===== src/rtl/tqa_pkg.sv =====
// Shared types and constants of the thrust allocation quantizer.
package tqa_pkg;

    localparam int AXES                  = 6;
    localparam int DEFAULT_MAX_THRUSTERS = 16;
    localparam int QUEUE_DEPTH           = 2;

    localparam logic signed [31:0] DEADBAND = 32'sd6554;
    localparam logic [31:0]        MARKER   = 32'hAA00_0000;

    localparam logic OP_LOAD   = 1'b0;
    localparam logic OP_WRENCH = 1'b1;

    localparam logic [1:0] CFG_THRUSTER_COUNT = 2'd0;
    localparam logic [1:0] CFG_LEVEL_BITS     = 2'd1;
    localparam logic [1:0] CFG_FORWARD_LIMIT  = 2'd2;
    localparam logic [1:0] CFG_REVERSE_LIMIT  = 2'd3;

    // Configuration after clamping to legal ranges.
    typedef struct packed {
        logic [4:0]  count;
        logic [3:0]  bits;
        logic [30:0] fwd;
        logic [30:0] rev;
    } t_cfg;

    // One classified request between front and back.
    typedef struct packed {
        logic                  op;
        logic [3:0]            thr;
        logic [2:0]            axis;
        logic [31:0]           value;
        logic [AXES-1:0][31:0] wrench;
    } t_qent;

endpackage


===== src/rtl/tqa_if.sv =====
// Channel interfaces: request input, result output and configuration write.
interface tqa_in_if;
    logic               valid;
    logic               ready;
    logic               opcode;
    logic [3:0]         coef_thruster;
    logic [2:0]         coef_axis;
    logic signed [31:0] coef_value;
    logic signed [31:0] force_x;
    logic signed [31:0] force_y;
    logic signed [31:0] force_z;
    logic signed [31:0] torque_x;
    logic signed [31:0] torque_y;
    logic signed [31:0] torque_z;

    modport source (output valid, opcode, coef_thruster, coef_axis, coef_value,
                    force_x, force_y, force_z, torque_x, torque_y, torque_z,
                    input ready);
    modport sink (input valid, opcode, coef_thruster, coef_axis, coef_value,
                  force_x, force_y, force_z, torque_x, torque_y, torque_z,
                  output ready);
endinterface


interface tqa_cfg_if;
    logic        valid;
    logic        ready;
    logic [1:0]  index;
    logic [31:0] data;

    modport source (output valid, index, data, input ready);
    modport sink (input valid, index, data, output ready);
endinterface


===== src/rtl/tqa_front.sv =====
// Front end: configuration registers, request intake and classification.
module tqa_front #(
    parameter int MAX_THRUSTERS = tqa_pkg::DEFAULT_MAX_THRUSTERS
) (
    input  logic           i_clk,
    input  logic           i_rst_n,
    tqa_in_if.sink         i_in,
    tqa_cfg_if.sink        i_cfg,
    input  logic           i_q_full,
    output logic           o_q_push,
    output tqa_pkg::t_qent o_q_data,
    output tqa_pkg::t_cfg  o_cfg
);
    tqa_pkg::t_cfg r_cfg;
    logic          keep;
    logic [4:0]    cnt_v;
    logic [3:0]    bits_v;

    assign i_in.ready  = !i_q_full;
    assign i_cfg.ready = 1'b1;

    // Drop loads that address outside the store.
    assign keep = (i_in.opcode == tqa_pkg::OP_WRENCH)
               || (({1'b0, i_in.coef_thruster} < 5'(MAX_THRUSTERS))
                   && (i_in.coef_axis < 3'(tqa_pkg::AXES)));
    assign o_q_push = i_in.valid && i_in.ready && keep;

    always_comb begin
        o_q_data.op        = i_in.opcode;
        o_q_data.thr       = i_in.coef_thruster;
        o_q_data.axis      = i_in.coef_axis;
        o_q_data.value     = i_in.coef_value;
        o_q_data.wrench[0] = i_in.force_x;
        o_q_data.wrench[1] = i_in.force_y;
        o_q_data.wrench[2] = i_in.force_z;
        o_q_data.wrench[3] = i_in.torque_x;
        o_q_data.wrench[4] = i_in.torque_y;
        o_q_data.wrench[5] = i_in.torque_z;
    end

    always_comb begin
        cnt_v  = i_cfg.data[4:0];
        bits_v = i_cfg.data[3:0];
        if (cnt_v == 5'd0) begin
            cnt_v = 5'd1;
        end else if (cnt_v > 5'(MAX_THRUSTERS)) begin
            cnt_v = 5'(MAX_THRUSTERS);
        end
        if (bits_v == 4'd0) begin
            bits_v = 4'd1;
        end else if (bits_v > 4'd8) begin
            bits_v = 4'd8;
        end
    end

    always_ff @(posedge i_clk) begin
        if (!i_rst_n) begin
            r_cfg.count <= (5'd8 > 5'(MAX_THRUSTERS)) ? 5'(MAX_THRUSTERS) : 5'd8;
            r_cfg.bits  <= 4'd4;
            r_cfg.fwd   <= 31'd655360;
            r_cfg.rev   <= 31'd655360;
        end else if (i_cfg.valid) begin
            unique case (i_cfg.index)
                tqa_pkg::CFG_THRUSTER_COUNT: r_cfg.count <= cnt_v;
                tqa_pkg::CFG_LEVEL_BITS:     r_cfg.bits  <= bits_v;
                tqa_pkg::CFG_FORWARD_LIMIT: begin
                    r_cfg.fwd <= (i_cfg.data[30:0] == '0) ? 31'd1 : i_cfg.data[30:0];
                end
                tqa_pkg::CFG_REVERSE_LIMIT: begin
                    r_cfg.rev <= (i_cfg.data[30:0] == '0) ? 31'd1 : i_cfg.data[30:0];
                end
                default: ;
            endcase
        end
    end

    assign o_cfg = r_cfg;
endmodule


===== src/flat_wrapper.sv =====
// flat-port wrapper written by rule: the top's interface ports become plain ports
module tqa_front_flat 
#(
    parameter int MAX_THRUSTERS = tqa_pkg::DEFAULT_MAX_THRUSTERS
)
  (i_clk, i_rst_n, i_q_full, o_q_push, o_q_data, o_cfg, i_in_valid, i_in_opcode, i_in_coef_thruster, i_in_coef_axis, i_in_coef_value, i_in_force_x, i_in_force_y, i_in_force_z, i_in_torque_x, i_in_torque_y, i_in_torque_z, i_in_ready, i_cfg_valid, i_cfg_index, i_cfg_data, i_cfg_ready);
  tqa_in_if i_in_i ();
  tqa_cfg_if i_cfg_i ();
  input  logic i_clk;
  input  logic i_rst_n;
  input  logic i_q_full;
  output logic o_q_push;
  output tqa_pkg::t_qent o_q_data;
  output tqa_pkg::t_cfg o_cfg;
  input wire logic [$bits(i_in_i.valid)-1:0] i_in_valid;
  input wire logic [$bits(i_in_i.opcode)-1:0] i_in_opcode;
  input wire logic [$bits(i_in_i.coef_thruster)-1:0] i_in_coef_thruster;
  input wire logic [$bits(i_in_i.coef_axis)-1:0] i_in_coef_axis;
  input wire logic [$bits(i_in_i.coef_value)-1:0] i_in_coef_value;
  input wire logic [$bits(i_in_i.force_x)-1:0] i_in_force_x;
  input wire logic [$bits(i_in_i.force_y)-1:0] i_in_force_y;
  input wire logic [$bits(i_in_i.force_z)-1:0] i_in_force_z;
  input wire logic [$bits(i_in_i.torque_x)-1:0] i_in_torque_x;
  input wire logic [$bits(i_in_i.torque_y)-1:0] i_in_torque_y;
  input wire logic [$bits(i_in_i.torque_z)-1:0] i_in_torque_z;
  output wire logic [$bits(i_in_i.ready)-1:0] i_in_ready;
  input wire logic [$bits(i_cfg_i.valid)-1:0] i_cfg_valid;
  input wire logic [$bits(i_cfg_i.index)-1:0] i_cfg_index;
  input wire logic [$bits(i_cfg_i.data)-1:0] i_cfg_data;
  output wire logic [$bits(i_cfg_i.ready)-1:0] i_cfg_ready;
  assign i_in_i.valid = i_in_valid;
  assign i_in_i.opcode = i_in_opcode;
  assign i_in_i.coef_thruster = i_in_coef_thruster;
  assign i_in_i.coef_axis = i_in_coef_axis;
  assign i_in_i.coef_value = i_in_coef_value;
  assign i_in_i.force_x = i_in_force_x;
  assign i_in_i.force_y = i_in_force_y;
  assign i_in_i.force_z = i_in_force_z;
  assign i_in_i.torque_x = i_in_torque_x;
  assign i_in_i.torque_y = i_in_torque_y;
  assign i_in_i.torque_z = i_in_torque_z;
  assign i_in_ready = i_in_i.ready;
  assign i_cfg_i.valid = i_cfg_valid;
  assign i_cfg_i.index = i_cfg_index;
  assign i_cfg_i.data = i_cfg_data;
  assign i_cfg_ready = i_cfg_i.ready;
  tqa_front #(.MAX_THRUSTERS(MAX_THRUSTERS)) u_core (.i_clk(i_clk), .i_rst_n(i_rst_n), .i_in(i_in_i), .i_cfg(i_cfg_i), .i_q_full(i_q_full), .o_q_push(o_q_push), .o_q_data(o_q_data), .o_cfg(o_cfg));
endmodule

===== config.mk =====
export PLATFORM = sky130hd
export DESIGN_NAME = tqa_front_flat
export DESIGN_NICKNAME = d
export VERILOG_FILES = /design/src/rtl/tqa_pkg.sv /design/src/rtl/tqa_if.sv /design/src/rtl/tqa_front.sv /design/src/flat_wrapper.sv
export SDC_FILE = /design/constraint.sdc
export NUM_CORES = 1
export LEC_CHECK = 0
export BUFFER_PORTS_ARGS = -buffer_cell sky130_fd_sc_hd__buf_2
export CAP_MARGIN = 20
export CELL_PAD_IN_SITES_DETAIL_PLACEMENT = 1
export CELL_PAD_IN_SITES_GLOBAL_PLACEMENT = 1
export CORE_AREA = 4 4 220 222
export DETAILED_ROUTE_END_ITERATION = 10
export DIE_AREA = 0 0 224 226
export PLACE_DENSITY_LB_ADDON = 0.08
export SYNTH_ARGS = -nofsm -noshare
export SYNTH_HDL_FRONTEND = slang
export SYNTH_SLANG_ARGS = --single-unit

===== constraint.sdc =====
create_clock -name i_clk -period 3.08 [get_ports i_clk]
set_clock_uncertainty 0.1 [all_clocks]
set_input_delay 0.616 -clock i_clk [delete_from_list [all_inputs] [get_ports i_clk]]
set_output_delay 0.616 -clock i_clk [all_outputs]
set_load 0.01 [all_outputs]

Yosys cells after proc, flatten, opt, wreduce, memory -nomap -nowiden
Cells that the tools add are included.
{"block": "word_totals", "ff_bits": 71, "in_bits": 271, "out_inout_bits": 306, "wordCells": 27}
{"block": "classes", "n_lt_le_gt_ge": 3, "eq_ne": 3, "muxes": 5, "n_reduce_logical": 12}
{"op": "$logic_not 31->1", "n": 1}
{"op": "$mux 31", "n": 1}
{"op": "$mux 5", "n": 2}
{"op": "$mux 4", "n": 2}
{"op": "$reduce_and 2->1", "n": 4}
{"op": "$gt 5x5->1 const B", "n": 1}
{"op": "$logic_not 5->1", "n": 1}
{"op": "$eq 2x2->1 const B", "n": 2}
{"op": "$gt 4x4->1 const B", "n": 1}
{"op": "$logic_not 4->1", "n": 1}
{"op": "$lt 3x3->1 const B", "n": 1}
{"op": "$eq 2x1->1 const B", "n": 1}
{"op": "$logic_and 1x1->1", "n": 2}
{"op": "$logic_not 2->1", "n": 1}
{"op": "$logic_not 1->1", "n": 1}
{"op": "$logic_or 1x1->1", "n": 1}

Depth between registers and ports, before layout
{"block": "logic_depth", "word_depth": 3, "mapped_depth": 6, "depth_no_buf": 4}

Least setup slack after synthesis
No wires, ideal clock.
{"block": "synth_timing", "kind": "input-to-reg", "startpoint": "in i_cfg_index[1]", "endpoint": "reg u_core.r_cfg (netlist bit u_core.o_cfg[66])", "setup_time_ps": 59, "arrival_ps": 1461, "setup_slack_ps": 1460, "stages": 4, "path_cell_list": "or3b_1 > buf_2 > o31ai_1 > and2_1"}
{"block": "synth_between", "elab_chain_cells": 2}
{"element": "start, declared", "line_no": "flat_wrapper.sv:28", "rtl": "input wire logic [$bits(i_cfg_i.index)-1:0] i_cfg_index;"}
{"element": "$logic_not 2->1", "line_no": "tqa_front.sv:63", "rtl": "unique case (i_cfg.index)"}
{"element": "$reduce_and 2->1 (no line)"}
{"element": "end, declared", "line_no": "tqa_front.sv:14", "rtl": "tqa_pkg::t_cfg r_cfg;"}
No other way between the ends.
A chain may end at the register's enable or synchronous reset.

Worst setup path in the final report
{"block": "layout_timing", "startpoint": "in i_cfg_data[11]", "endpoint": "reg u_core.r_cfg (netlist bit u_core.o_cfg[0])"}
{"block": "layout_between", "elab_chain_cells": 2}
{"element": "start, declared", "line_no": "flat_wrapper.sv:29", "rtl": "input wire logic [$bits(i_cfg_i.data)-1:0] i_cfg_data;"}
{"element": "$logic_not 31->1", "line_no": "tqa_front.sv:70", "rtl": "r_cfg.rev <= (i_cfg.data[30:0] == '0) ? 31'd1 : i_cfg.data[30:0];"}
{"element": "$mux 31", "line_no": "tqa_front.sv:70"}
No other way between the ends.

==> summary.txt <==
Synthesis
  – Post-synthesis average cell area: 7.99 sq um
  – Syn nets: 833
  – EDFF count, synth: 0
  – Synth Flop Type: dfxtp_1
  – Synth top area share: 0.390
  – Synthesized area: 4490 sq um
  – Netlist cell types: 29
  – Commonest cells post-synth: 233 x buf_4, 126 x nand2_1, 71 x dfxtp_1
  – Register area share after synthesis: 0.317
  – Area contributors post-synth: buf_4 39%, dfxtp_1 32%, nand2_1 11%, a21boi_0 8.5%, buf_2 1.1%
  – Synth area leader: buf_4
  – Async SR Flop Fraction: 0
  – Flops & latches, synth: 71
  – Syn Inst Count: 562
  – Top-count cell post-synth: buf_4
  – YS warnings: 0

Timing
  – RSZ-0062 raised after global routing: false
  – Setup TNS: 0 ns
  – Final-report setup violation count: 0
  – Final Hold Fails: 0
  – Slew Limit Fails: 0
  – Min Tclk post-route: 1.89 ns
  – Max Clock Freq: 528 MHz
  – Slew HR: 0.421
  – Slew @ Worst Pin: 0.869 ns
  – Tcrit/Tclk final: 0.615

Place
  – Placed cell count: 1036
  – DPL Wire Length: 14.2 mm
  – Port Buffer Count: 116
  – Routability cong.: 0.615

Finish
  – Post-route insts no fill: 1052
  – Layout area overhead: -2.79%
  – Share of layout cells above drive strength 1: 0.319
  – Layout Nets: 711
  – # fillers: 5514
  – Fin util: 0.0941
  – Max reg flops: 71
  – ANT cells: 0

Pwr
  – VDD IR max: 0.000208 V
  – Leak: 1.66 nW
  – PD cells: 528 nW/um^2
  – Total Power: 0.00230 W

Critical path
  – Worst-path maximum fanout: 3
  – CP Capture Type: flop
  – Setup crit start kind: input pin
  – Reg-to-reg slack, setup: 2.27 ns
  – CP Class: in2reg
  – Data required, critical path: 3.29 ns
  – Worst EP arrival: 2.11 ns

Floorplan
  – Die area: 50600 sq um
  – Core area: 46400 sq um
  – Starting density of the core: 0.0968
  – Die height: 226 um
  – Total I/O pin count: 577
  – Cell row count: 79
  – DIE WIDTH: 224 um

Clock tree
  – PostCTS Resize Cnt: 0
  – Clk slew on worst S/H paths: 0.06 ns
  – CTS Sinks: 71
  – Root buffer cell: clkbuf_16
  – Clk Latency, worst-skew pair: 0.37 ns
  – TritonCTS clock tree: done
  – Count of hold buffers inserted by post-cts repair: 0
  – Longest Clk Path Bufs: 2
  – Htree depth: 3
  – Num CTS Buffers: 9
  – Post-CTS Setup Repair Bufs: 0

Drt
  – WL per Instance: 17.8 um
  – Total Routed Length: 18.7 mm
  – Initial DRT Pass Iterations: 4
  – DRT iter0 DRCs: 41
  – Vias: 2977
  – Drc violations: 0
  – Via density: 2.83
  – Post-route ant nets: 0

Status
  – Outcome: finished clean

Global route
  – Vias in the first global route: 3190
  – First-pass GRT wire length: 25.3 mm
  – Pin count of the biggest net entering global routing: 37
  – Initial antenna violation count: 1
  – Congestion Overflow GR: 0
  – Overall routing resource usage: 0.0726

Worst hold path
  – Worst min path class: reg2reg

Flow run
  – Max_cap viols: 0
[metrics by stage]
stage | setup slack, ns | cell area (sq um) | hold slack (ns)
3_5_place_dp | 0.826 | 4070 | 0.350
2_1_floorplan | 1.46 | 4490 | 0.379
3_3_place_gp | 0.857 | 4070 | 0.347
4_1_cts | 1.24 | 4360 | 0.359
5_1_grt | 1.13 | 4360 | 0.385
6_report | 1.19 | 4360 | 0.355
[cells by family after synthesis]
family | count (synthesis) | share of synthesized area
compound gates | 69 | 0.115
buf+inv | 259 | 0.414
flops | 71 | 0.317
mux | 1 | 0.00223
other cells | 1 | 0.000835
simple gates | 161 | 0.151
[worst paths after layout]
kind / end / start / depth (start not counted)
worst max-delay path: u_core.o_cfg[0] / i_cfg_data[11] / 5
worst min-delay path: u_core.o_cfg[10] / u_core.o_cfg[10] / 2
worst max register to register: u_core.o_cfg[66] / u_core.o_cfg[66] / 3
worst min register to register: u_core.o_cfg[10] / u_core.o_cfg[10] / 2
[report_power, final]
group	leakage, nW	switching, W	internal, W	total [W]
Clock	0.146	0.000465	0.000646	0.00111
Combinational	0.939	0.000143	0.0000836	0.000227
Sequential	0.577	0.0000162	0.000950	0.000966
Total	1.66	0.000624	0.00168	0.00230
[layer usage]
layer  global-route usage  vias up  part of all wire
met2                0.110      219              0.46
met3               0.0399       79              0.11
met1               0.0765     1363              0.38
met4               0.0521        2             0.052
met5                    0        -           0.00069
li1                     -     1314                 -
[worst max-delay path, cell delays in order]
cell	delay, ns
buf_2	0.14
nor4_1	0.68
nand4_1	0.30
nor2_1	0.21
o31a_1	0.15
[area by class of cell]
class	instances	area, sq um	area share
clock buffer	12	246	0.0565
timing repair buffer	123	658	0.151
multi-input combinational	232	1220	0.280
inverter	3	11.3	0.00258
sequential	71	1420	0.326
clock inverter	4	45.0	0.0103
tap	607	759	0.174
[layout by cell type (no fill, tap or decap), drive strengths merged]
cell type	synthesis	layout
nand2	126	126
buf	243	123
dfxtp	71	71
a21boi	56	56
clkbuf	13	12
nor4	7	7
nor2	6	6
nor2b	5	5
nand3	5	5
a21oi	4	4
inv	3	3
clkinv	0	3
nand4	2	2
nor3	2	2
o21a	2	2
o31a	2	2
o311ai	2	2
o31ai	2	2
and2	2	2
nor3b	2	2
o211a	1	1
or2	1	1
nand3b	1	1
or3b	1	1
and3	1	1
mux2i	1	1
conb	1	1
bufinv	0	1
Note: power is estimated with default switching activity, not from simulation.
