## src/rtl/tqa_pkg.sv

```systemverilog
// Shared types and constants of the thrust allocation quantizer.
package tqa_pkg;

    localparam int AXES                  = 6;
    localparam int DEFAULT_MAX_THRUSTERS = 16;
    localparam int QUEUE_DEPTH           = 2;

    localparam logic signed [31:0] DEADBAND = 32'sd6554;
    localparam logic [31:0]        MARKER   = 32'hAA00_0000;

    localparam logic OP_LOAD   = 1'b0;
    localparam logic OP_WRENCH = 1'b1;

    localparam logic [1:0] CFG_THRUSTER_COUNT = 2'd0;
    localparam logic [1:0] CFG_LEVEL_BITS     = 2'd1;
    localparam logic [1:0] CFG_FORWARD_LIMIT  = 2'd2;
    localparam logic [1:0] CFG_REVERSE_LIMIT  = 2'd3;

    // Configuration after clamping to legal ranges.
    typedef struct packed {
        logic [4:0]  count;
        logic [3:0]  bits;
        logic [30:0] fwd;
        logic [30:0] rev;
    } t_cfg;

    // One classified request between front and back.
    typedef struct packed {
        logic                  op;
        logic [3:0]            thr;
        logic [2:0]            axis;
        logic [31:0]           value;
        logic [AXES-1:0][31:0] wrench;
    } t_qent;

endpackage

```

## src/rtl/tqa_fifo.sv

```systemverilog
// Short request queue between front and back.
module tqa_fifo #(
    parameter int DEPTH = tqa_pkg::QUEUE_DEPTH
) (
    input  logic          i_clk,
    input  logic          i_rst_n,
    input  logic          i_push,
    input  tqa_pkg::t_qent i_data,
    output logic          o_full,
    input  logic          i_pop,
    output logic          o_valid,
    output tqa_pkg::t_qent o_data
);
    localparam int PW = $clog2(DEPTH);

    tqa_pkg::t_qent r_mem [DEPTH];
    logic [PW-1:0]  r_wp, r_rp;
    logic [PW:0]    r_cnt;

    assign o_full  = (r_cnt == (PW+1)'(DEPTH));
    assign o_valid = (r_cnt != '0);
    assign o_data  = r_mem[r_rp];

    always_ff @(posedge i_clk) begin
        if (!i_rst_n) begin
            r_wp  <= '0;
            r_rp  <= '0;
            r_cnt <= '0;
        end else begin
            if (i_push) begin
                r_mem[r_wp] <= i_data;
                r_wp <= (r_wp == PW'(DEPTH-1)) ? '0 : r_wp + PW'(1);
            end
            if (i_pop) begin
                r_rp <= (r_rp == PW'(DEPTH-1)) ? '0 : r_rp + PW'(1);
            end
            if (i_push && !i_pop) begin
                r_cnt <= r_cnt + (PW+1)'(1);
            end else if (!i_push && i_pop) begin
                r_cnt <= r_cnt - (PW+1)'(1);
            end
        end
    end
endmodule

```

## config.mk

```make
export PLATFORM = sky130hd
export DESIGN_NAME = tqa_fifo
export DESIGN_NICKNAME = d
export VERILOG_FILES = /design/src/rtl/tqa_pkg.sv /design/src/rtl/tqa_fifo.sv
export SDC_FILE = /design/constraint.sdc
export NUM_CORES = 1
export LEC_CHECK = 0
export ABC_AREA = 1
export BUFFER_PORTS_ARGS = -buffer_cell sky130_fd_sc_hd__buf_2
export CORE_UTILIZATION = 40
export DETAILED_ROUTE_END_ITERATION = 8
export PLACE_DENSITY = 0.68
export SKIP_LAST_GASP = 1
export SLEW_MARGIN = 0
export SYNTH_ARGS = -nofsm -noshare
export SYNTH_HDL_FRONTEND = slang
export SYNTH_SLANG_ARGS = --single-unit
```

## constraint.sdc

```tcl
create_clock -name i_clk -period 46.9 [get_ports i_clk]
set_input_delay 2.345 -clock i_clk [delete_from_list [all_inputs] [get_ports i_clk]]
set_output_delay 2.345 -clock i_clk [all_outputs]
set_load 0.05 [all_outputs]
```

Word-level counts from Yosys, hierarchy flattened
Memories as Yosys holds them, arrays and structs flattened. A register that Yosys moved wholly into a read port is not among the register bits. Cells that the tools add are included. Widths: inputs -> output; s select.

Bits in registers: 4. Memories: 1. Memory bits (writable): 464. Latch bits: 0. Output and inout port bits: 234. ROM bits: 0. Logic and storage cells: 24. Input bits: 236.

Memories: r_mem (words 2, width 232, read ports 1, clocked after memory_dff 1, write ports 1, line tqa_fifo.sv:16) `tqa_pkg::t_qent r_mem [DEPTH];`.

Bitwise operators: 0. Shift-type cells: 0. Reductions and logical operators: 6. Equality and inequality tests: 1. Div/mod/pow operators: 0. Muxes and demuxes: 9. Magnitude comparators: 0. Add/subtract/negate cells: 4. Multiply operators: 0.

Operator list (number): $mux 1 (7); $mux 2 (2); $reduce_bool 2->1 (2); $add 1x1->1 const B (2); $add 2x1->2 const B (1); $eq 2x2->1 const B (1); $logic_and 1x1->1 (2); $logic_not 1->1 (2); $sub 2x1->2 const B (1).

Logic depth before layout (Yosys ltp)
Gate-level depths: netlist of the first run.

Depth after elaboration: 4. Depth in mapped cells: 8. Mapped depth without buffers: 8.

Least setup slack after synthesis of the first run
Ideal clock, no wire load.

Path type: input to register. Start point: input i_rst_n. End point: memory r_mem[1][0] in the netlist's numbering, enable pin. Required time: 45.791 ns. Arrival time: 18.013 ns. Stages on the path: 2. Setup time: 1.109 ns. Setup slack: 27.778 ns. Cell sequence: inv_1 nor3_1.

Word-level cells in the longest chain between the ends: 2.

Ends and longest elaborated chain: start: declaration (line tqa_fifo.sv:6) `input logic i_rst_n,`; $mux 1 (line tqa_fifo.sv:25) `if (!i_rst_n) begin`; $mux 1 (implied by the code) (line tqa_fifo.sv:31) `r_mem[r_wp] <= i_data;`; end: declaration (line tqa_fifo.sv:16).

No other way between the ends.

==> results.txt, run 1 <==
The slew of the pin with the lowest slew margin came out at 1.104 ns. After layout, the worst path uses 13.53% of the clock period. The setup violation total in the final timing report is 0.

Of the cells placed in the final design, the portion with a size suffix greater than 1 is 60.43%. The post-synthesis compound-gate area fraction came out at 0.08474%. The deepest clock path buffer count came out at 3. The fraction of registers with async set or reset after synthesis came out at 0%.

Synthesis inferred 469 register bits. The number of hold violations in the final report is 0. The CTS tree is built.

The number of setup buffers added after CTS is 0. The starting density of the core is 40.86%. The max-capacitance violation count came out at 0. After detailed routing, the average wire length per cell comes to 19.06 um.

In this run the critical register-to-register path is launched from r_wp$_SDFFE_PN0P_. The count of clock tree sinks is 469. The endpoint identified for the worst register-to-register timing path is r_mem[1][82]$_DFFE_PP_. In this run the core area contains 76 standard-cell rows. The combinational family with the most area after synthesis is multiplexers. The height of the chip came out at 212.5 um.

The number of slew-limit violations in the final report is 0. The xor and xnor area share after synthesis came out at 0.04943%. Summing every instance area after synthesis gives 17720 sq um. The initial antenna violation count came to 10. The peak supply drop came out at 0.03158 mV. The aggregate negative setup slack came out at 0 ns. For this run, the top clock speed supported by timing is 0.1576 GHz. The net count after synthesis is 993. The die covers 45140 sq um. The signed area change from the synthesized netlist to the final layout came out at 25.10%.

The half-perimeter wire length of the detailed placement result is 24.45 mm. The number of cells on the worst reg-to-reg path is 4. Measured on the finished design, the core utilization comes to 51.12%. For this run, design rule violations remaining after detail routing come to 0. For this run, the leading register cell type out of synthesis is edfxtp_1. The cell area after placement came out at 20630 sq um. The depth of the CTS H-tree came out at 2. The number of violations reported at the end of detailed-routing iteration 0 came out at 470.

Setup repair after global routing left no endpoint under its margin. The post-route clock skew came out at 0.01480 ns. The root buffer cell chosen for the clock tree is clkbuf_16. The share of synthesized area spent on multiplexers came out at 18.56%. The largest net degree at the start of global routing came out at 164. The power density of the placed cells is 44.72 nW/um^2.

The synthesized design spends more area on one cell type than any other, namely edfxtp_1. The number of clock buffers inserted by TritonCTS came out at 48. The count of different cell masters after synthesis came out at 17. The synthesized-area fraction occupied by adder cells came out at 0.07062%. The detailed-route vias per instance is 4.626. The area share of and/or/nand/nor cells after synthesis is 0.3460%. Yosys attributes the largest share of cell area to edfxtp_1 79%, mux2_4 15%, mux2_2 3.3%, buf_6 1.3%, dfxtp_1 0.56%. The critical path endpoint category is a primary output.

The relative slew slack came out at 26.41%. The data required time at the worst endpoint came out at 44.56 ns. The type of the setup path with the least slack is register to primary output. The core area came out at 43360 sq um. The sequential share of the synthesized area came out at 79.20%.

The worst-skew pair later-pin latency is 0.56 ns. Synthesis produced a netlist whose cell count is 756. The commonest cells after synthesis are 464 x edfxtp_1, 180 x mux2_4, 52 x mux2_2, 20 x buf_6, 9 x inv_1. The total track usage came out at 15.06%.

By instance count, the leading cell after synthesis is edfxtp_1. The cell leakage power is 8.575 nW. The smallest clock period supported by the final layout is computed as 6.346 ns.

The worst endpoint data arrival time is 4.00 ns. The top-level port count came out at 470. The global-route wire length before repair is 50.60 mm. The number of flops mapped to enable cells by yosys came out at 464. Gates resized during post-CTS repair numbered 0. The highest fanout seen on the critical path is 70.

The share of the synthesized area in the top cell type is 78.64%. The quantity of hold-fixing buffers added after cts is 0. The timing endpoint of the critical path is o_data[82].

The total number of vias came out at 8716. The placer's final routability congestion estimate is 0.7994. The final routed wirelength across all metal layers came out at 35.92 mm. The final cell area excluding filler cells came out at 22170 sq um. Input and output buffers added on the ports amount to 469. The number of nets in the finished design is 1493. The synthesis warning total came out at 0. The worst setup slack for register-to-register paths came out at 43.95 ns. The count of TritonRoute iterations in the first routing pass is 5.

Hold is met by 0.4927 ns. The path class of the tightest hold or removal check is register to register. The clock slew at the register clock pins of the worst setup and hold paths is 0.06 ns. The count of nets left with antenna violations once routing finished came out at 0. The via count of the first global-routing pass came out at 8670. Global routing finished with a remaining overflow of 0. The synthesized area per cell came out at 23.44 sq um. The run finished with clean final reports. The x dimension of the die is 212.5 um. STA classifies the critical path startpoint as a register.
==> how the worst min path moves through the flow <==
stage | depth (start not counted) | end | start
2_1_floorplan | 2 | r_wp$_SDFFE_PN0P_ | r_wp$_SDFFE_PN0P_
3_3_place_gp | 2 | r_wp$_SDFFE_PN0P_ | r_wp$_SDFFE_PN0P_
3_5_place_dp | 2 | r_wp$_SDFFE_PN0P_ | r_wp$_SDFFE_PN0P_
4_1_cts | 2 | r_wp$_SDFFE_PN0P_ | r_wp$_SDFFE_PN0P_
5_1_grt | 2 | r_wp$_SDFFE_PN0P_ | r_wp$_SDFFE_PN0P_
6_report | 2 | r_wp$_SDFFE_PN0P_ | r_wp$_SDFFE_PN0P_
==> power by group <==
group / switching, mW / internal [mW] / total [mW]
clock network: 0.149 / 0.216 / 0.365
registers: 0.00617 / 0.477 / 0.483
logic: 0.0960 / 0.0467 / 0.143
==> routing by layer <==
metal | up-vias | track usage [%] | wire, um | share of wire (%)
met1 | 4249 | 17.36 | 13870 | 39
met4 | 10 | 6.252 | 937 | 2.6
met5 | - | 0 | 69 | 0.19
li1 | 4019 | - | - | -
met2 | 373 | 25.01 | 17570 | 49
met3 | 65 | 5.835 | 3472 | 9.7
==> kinds of logic (layout without fill, tap and decap cells) <==
kind of cell    count (synthesis)  in the layout
xor+xnor                        1              1
simple gates                   15             15
buf+inv                        35            573
fa+ha+maj                       1              1
mux                           232            232
flops                         469            469
compound gates                  3              3
other cells                     0              5
==> state kept, by name, summed over array words and instances (netlist names), named ones only <==
signal / cells
r_wp: 1
r_rp: 1
r_cnt: 2
r_mem: 464
==> per-stage QoR <==
step | total power [mW] | worst slack, ns | cells
3_3_place_gp | 0.6342 | 41.11 | 1791
6_report | 0.9913 | 40.55 | 1884
3_5_place_dp | 0.6362 | 41.05 | 1791
5_1_grt | 1.024 | 40.30 | 1881
2_1_floorplan | 0.6072 | 27.78 | 756
4_1_cts | 1.005 | 40.43 | 1879
==> cell usage in the layout (no fill, tap or decap), types with 2 or more instances in the layout <==
cell / netlist / routed
diode_2: 0 / 5
mux2_4: 180 / 180
bufinv_16: 0 / 4
clkinv_2: 0 / 13
inv_1: 9 / 9
buf_12: 0 / 2
clkbuf_16: 0 / 49
buf_2: 5 / 469
mux2_2: 52 / 52
edfxtp_1: 464 / 464
clkinv_1: 0 / 8
dfxtp_1: 5 / 4
buf_4: 0 / 5
clkbuf_1: 0 / 9
clkinvlp_4: 0 / 2
a21oi_1: 2 / 2
clkbuf_8: 0 / 2
nor2_1: 5 / 4
nand2_1: 7 / 7
==> area by class of cell <==
class / count / area (sq um)
fill: 3537 / 21200
sequential: 469 / 14040
multi-input combinational: 252 / 3398
timing repair buffer: 476 / 2425
clock buffer: 60 / 1287
tap: 585 / 732.0
clock inverter: 28 / 239.0
inverter: 9 / 33.78
antenna: 5 / 12.51
==> critical path, stage by stage (launching register included) <==
cell     delay, ns
dfxtp_4       1.05
buf_4         0.80
buf_4         0.92
mux2_4        0.37
buf_2         0.21
(Power assumes the default switching activity.)
==> inputs of run 2 (changes only) <==
Settings changed: PLACE_DENSITY 0.68 to 0.71.
Clock period 46.9 ns to 5.51 ns, I/O delays scaled along.
==> run 2 against run 1 <==
Setup slack got worse by 38 ns; final cell count rose by 12%; critical path depth is 1 lower; sequential power grew to 8.5 times the previous value; largest power group unchanged; sequential share of layout area shrank 6.0 points; core utilization up 5.3 points.
==> results.txt, run 2 (synthesis results as in run 1) <==
The worst endpoint data arrival time came out at 2.40 ns (-1.60 ns). The relative slew slack came out at 19.44% (-7.0 points). The height of the chip came out at 212.5 um (unchanged).

The clock slew at the register clock pins of the worst setup and hold paths came out at 0.06 ns (about the same). The number of nets in the finished design came out at 1726 (+16%). The final routed wirelength across all metal layers is 39.64 mm (+10%). The run finished with clean final reports. The port buffer count is 469 (unchanged).

The detailed-route vias per instance came to 4.603 (-0.50%). The number of remaining DRC errors came out at 0 (unchanged). The depth of the CTS H-tree is 2 (unchanged). The number of cells on the worst reg-to-reg path came out at 4 (unchanged). The area used by multi-input combinational logic came to 3405 sq um (+0.18%). The worst-skew pair later-pin latency is 0.55 ns (about the same). The slew of the pin with the lowest slew margin came to 1.208 ns (+0.1045 ns). The worst setup path is captured at a primary output. The largest registers in the layout are r_mem: 464 flops, r_cnt: 2 flops. The fmax is 0.3739 GHz.

The count of TritonRoute iterations in the first routing pass came out at 4 (-1). The number of slew-limit violations in the final report was 0 (unchanged). Counting I/O delays and the setup requirement, the final critical path takes 2.675 ns. The type of the setup path with the least slack is register to primary output. TritonCTS built the clock tree. The worst hold slack across all endpoints is 0.07772 ns (-0.4150 ns).

The beginning of the worst hold path is i_push. The source of the worst register-to-register timing path is r_wp$_SDFFE_PN0P_. The slowest stage of the critical path is the buf_12 cell. The cell leakage power came out at 9.520 nW (+11%).

The peak supply drop came out at 0.3167 mV (+900%). The final cell count without fillers is 2111 (+12%). Setup repair after global routing left no endpoint under its margin.

In the layout the commonest cells are 469 x buf_2, 464 x edfxtp_1, 234 x dlygate4sd3_1, 180 x mux2_4, 52 x mux2_2. The top-level port count came to 470 (unchanged). The global-route wire length before repair came to 57.70 mm (+14%).

The number of hold violations in the final report is 0 (unchanged). The layout cell share with drive strength beyond 1 is 50.89% (-9.5 points). The highest fanout seen on the critical path came out at 125 (+79%).

The number of nets with antenna violations after routing came out at 0 (unchanged). The die area was 45140 sq um (unchanged). The max-capacitance violation count is 0 (unchanged). The worst stage delay on the critical path came to 0.45 ns (-0.60 ns). The signed area change from the synthesized netlist to the final layout is 38.18%. The setup violation total in the final timing report came out at 0 (unchanged). The post-route clock skew came out at 0.009118 ns (-0.005677 ns).

The cell row count is 76 (unchanged). The data required time at the worst endpoint came out at 5.23 ns (-39.33 ns). The number of clock buffers inserted by TritonCTS came out at 47 (-2.1%). The worst setup path is launched from a register.

Ranked by flip-flop count, first place goes to r_mem. The number of violations reported at the end of detailed-routing iteration 0 is 552 (+17%). The via count of the first global-routing pass was 10420 (+20%).

The flip-flop count of the largest register, all copies and words added came out at 464 (unchanged). The library cell used most frequently in the layout, excluding fill and tap cells, is buf_2. The x dimension of the die was 212.5 um (unchanged). The starting density of the core is 40.86% (unchanged). The total placed cells including tap cells is 1791 (unchanged). The total design power is 8.533 mW (+760%). The average routed wire per standard cell came out at 18.78 um (-1.5%).

The total area of sequential cells is 14040 sq um (about the same). The worst path setup slack after routing is 2.835 ns (-37.72 ns). The worst-case setup slack after placement is 3.259 ns (-37.79 ns). The largest net degree at the start of global routing came out at 126 (-23%). The path class of the tightest hold or removal check is input pin to register. The count of clock tree sinks is 469 (unchanged). The number of instances on the worst hold path came out at 4 (+2). The root buffer cell chosen for the clock tree is clkbuf_16.

The core area came out at 43360 sq um (unchanged). The count of fill cells added during filler insertion is 3258 (-7.9%). The placer's final routability congestion estimate is 0.7242 (-9.4%). The critical path goes through buf_12 -> mux2_4 -> buf_2. The half-perimeter wire length of the detailed placement result came out at 23.43 mm (-4.2%). The power density of the placed cells was 348.5 nW/um^2 (+680%). The aggregate negative setup slack came to 0 ns (unchanged). The global-route congestion overflow total is 0 (unchanged). The deepest clock path buffer count came out at 3 (unchanged). The initial antenna violation count is 3 (-7).

The total track usage came out at 16.85% (+1.8 points). The final critical-path share of the clock period is 48.55%. The total number of vias is 9717 (+11%).
## run 2: cell types whose count changed in the layout (fill, tap and decap cells not counted), sizes merged
cell,previous run,this run
clkbuf,60,59
bufinv,4,3
clkinv,21,19
dlygate4sd3,0,234
inv,10,9
diode,5,3
## run 2: where the power goes
group          switching [mW]  internal (mW)
registers              0.0317           4.06
clock network            1.28           1.76
logic                   0.887          0.515
## run 2: critical path: cells and delay by family, from the launching register on
family | cells | cell delay [ns]
mux | 1 | 0.30
flops | 1 | 0.37
buf+inv | 2 | 0.73
## run 2: worst paths after layout
kind / end / slack (ns)
worst min-delay path: r_wp$_SDFFE_PN0P_ / 0.08
worst max-delay path: o_data[138] / 2.84
worst min register to register: r_wp$_SDFFE_PN0P_ / 0.49
worst max register to register: r_mem[0][56]$_DFFE_PP_ / 3.34
## run 2: routing by layer
layer / wire [um] / track usage [%]
met1: 14740 / 18.47
met2: 20600 / 30.31
met3: 3088 / 5.332
met4: 1192 / 6.276
met5: 15 / 0
## run 2: what timing repair did
item,in CTS,in global routing
endpoints found under the hold margin,467,0
hold buffers,234,0
buffers inserted,0,0
endpoints found under the setup margin,0,0
resized for setup,0,0
## run 2: final cells by class
| class | instances | share of cell area [%] |
|---|---|---|
| inverters | 9 | 0.1380 |
| repair buffers | 710 | 19.62 |
| clock inverters | 24 | 0.8075 |
| diodes | 3 | 0.03066 |
| well taps | 585 | 2.990 |
| clock buffers | 59 | 5.162 |
| multi-input cells | 252 | 13.91 |
| flip-flops and latches | 469 | 57.34 |
## run 2: stage by stage
step	area (sq um)	utilization, %
4_1_cts	24470	56.44
6_report	24480	56.46
3_5_place_dp	20670	47.67
3_3_place_gp	20670	47.67
2_1_floorplan	17740	-
5_1_grt	24480	56.45
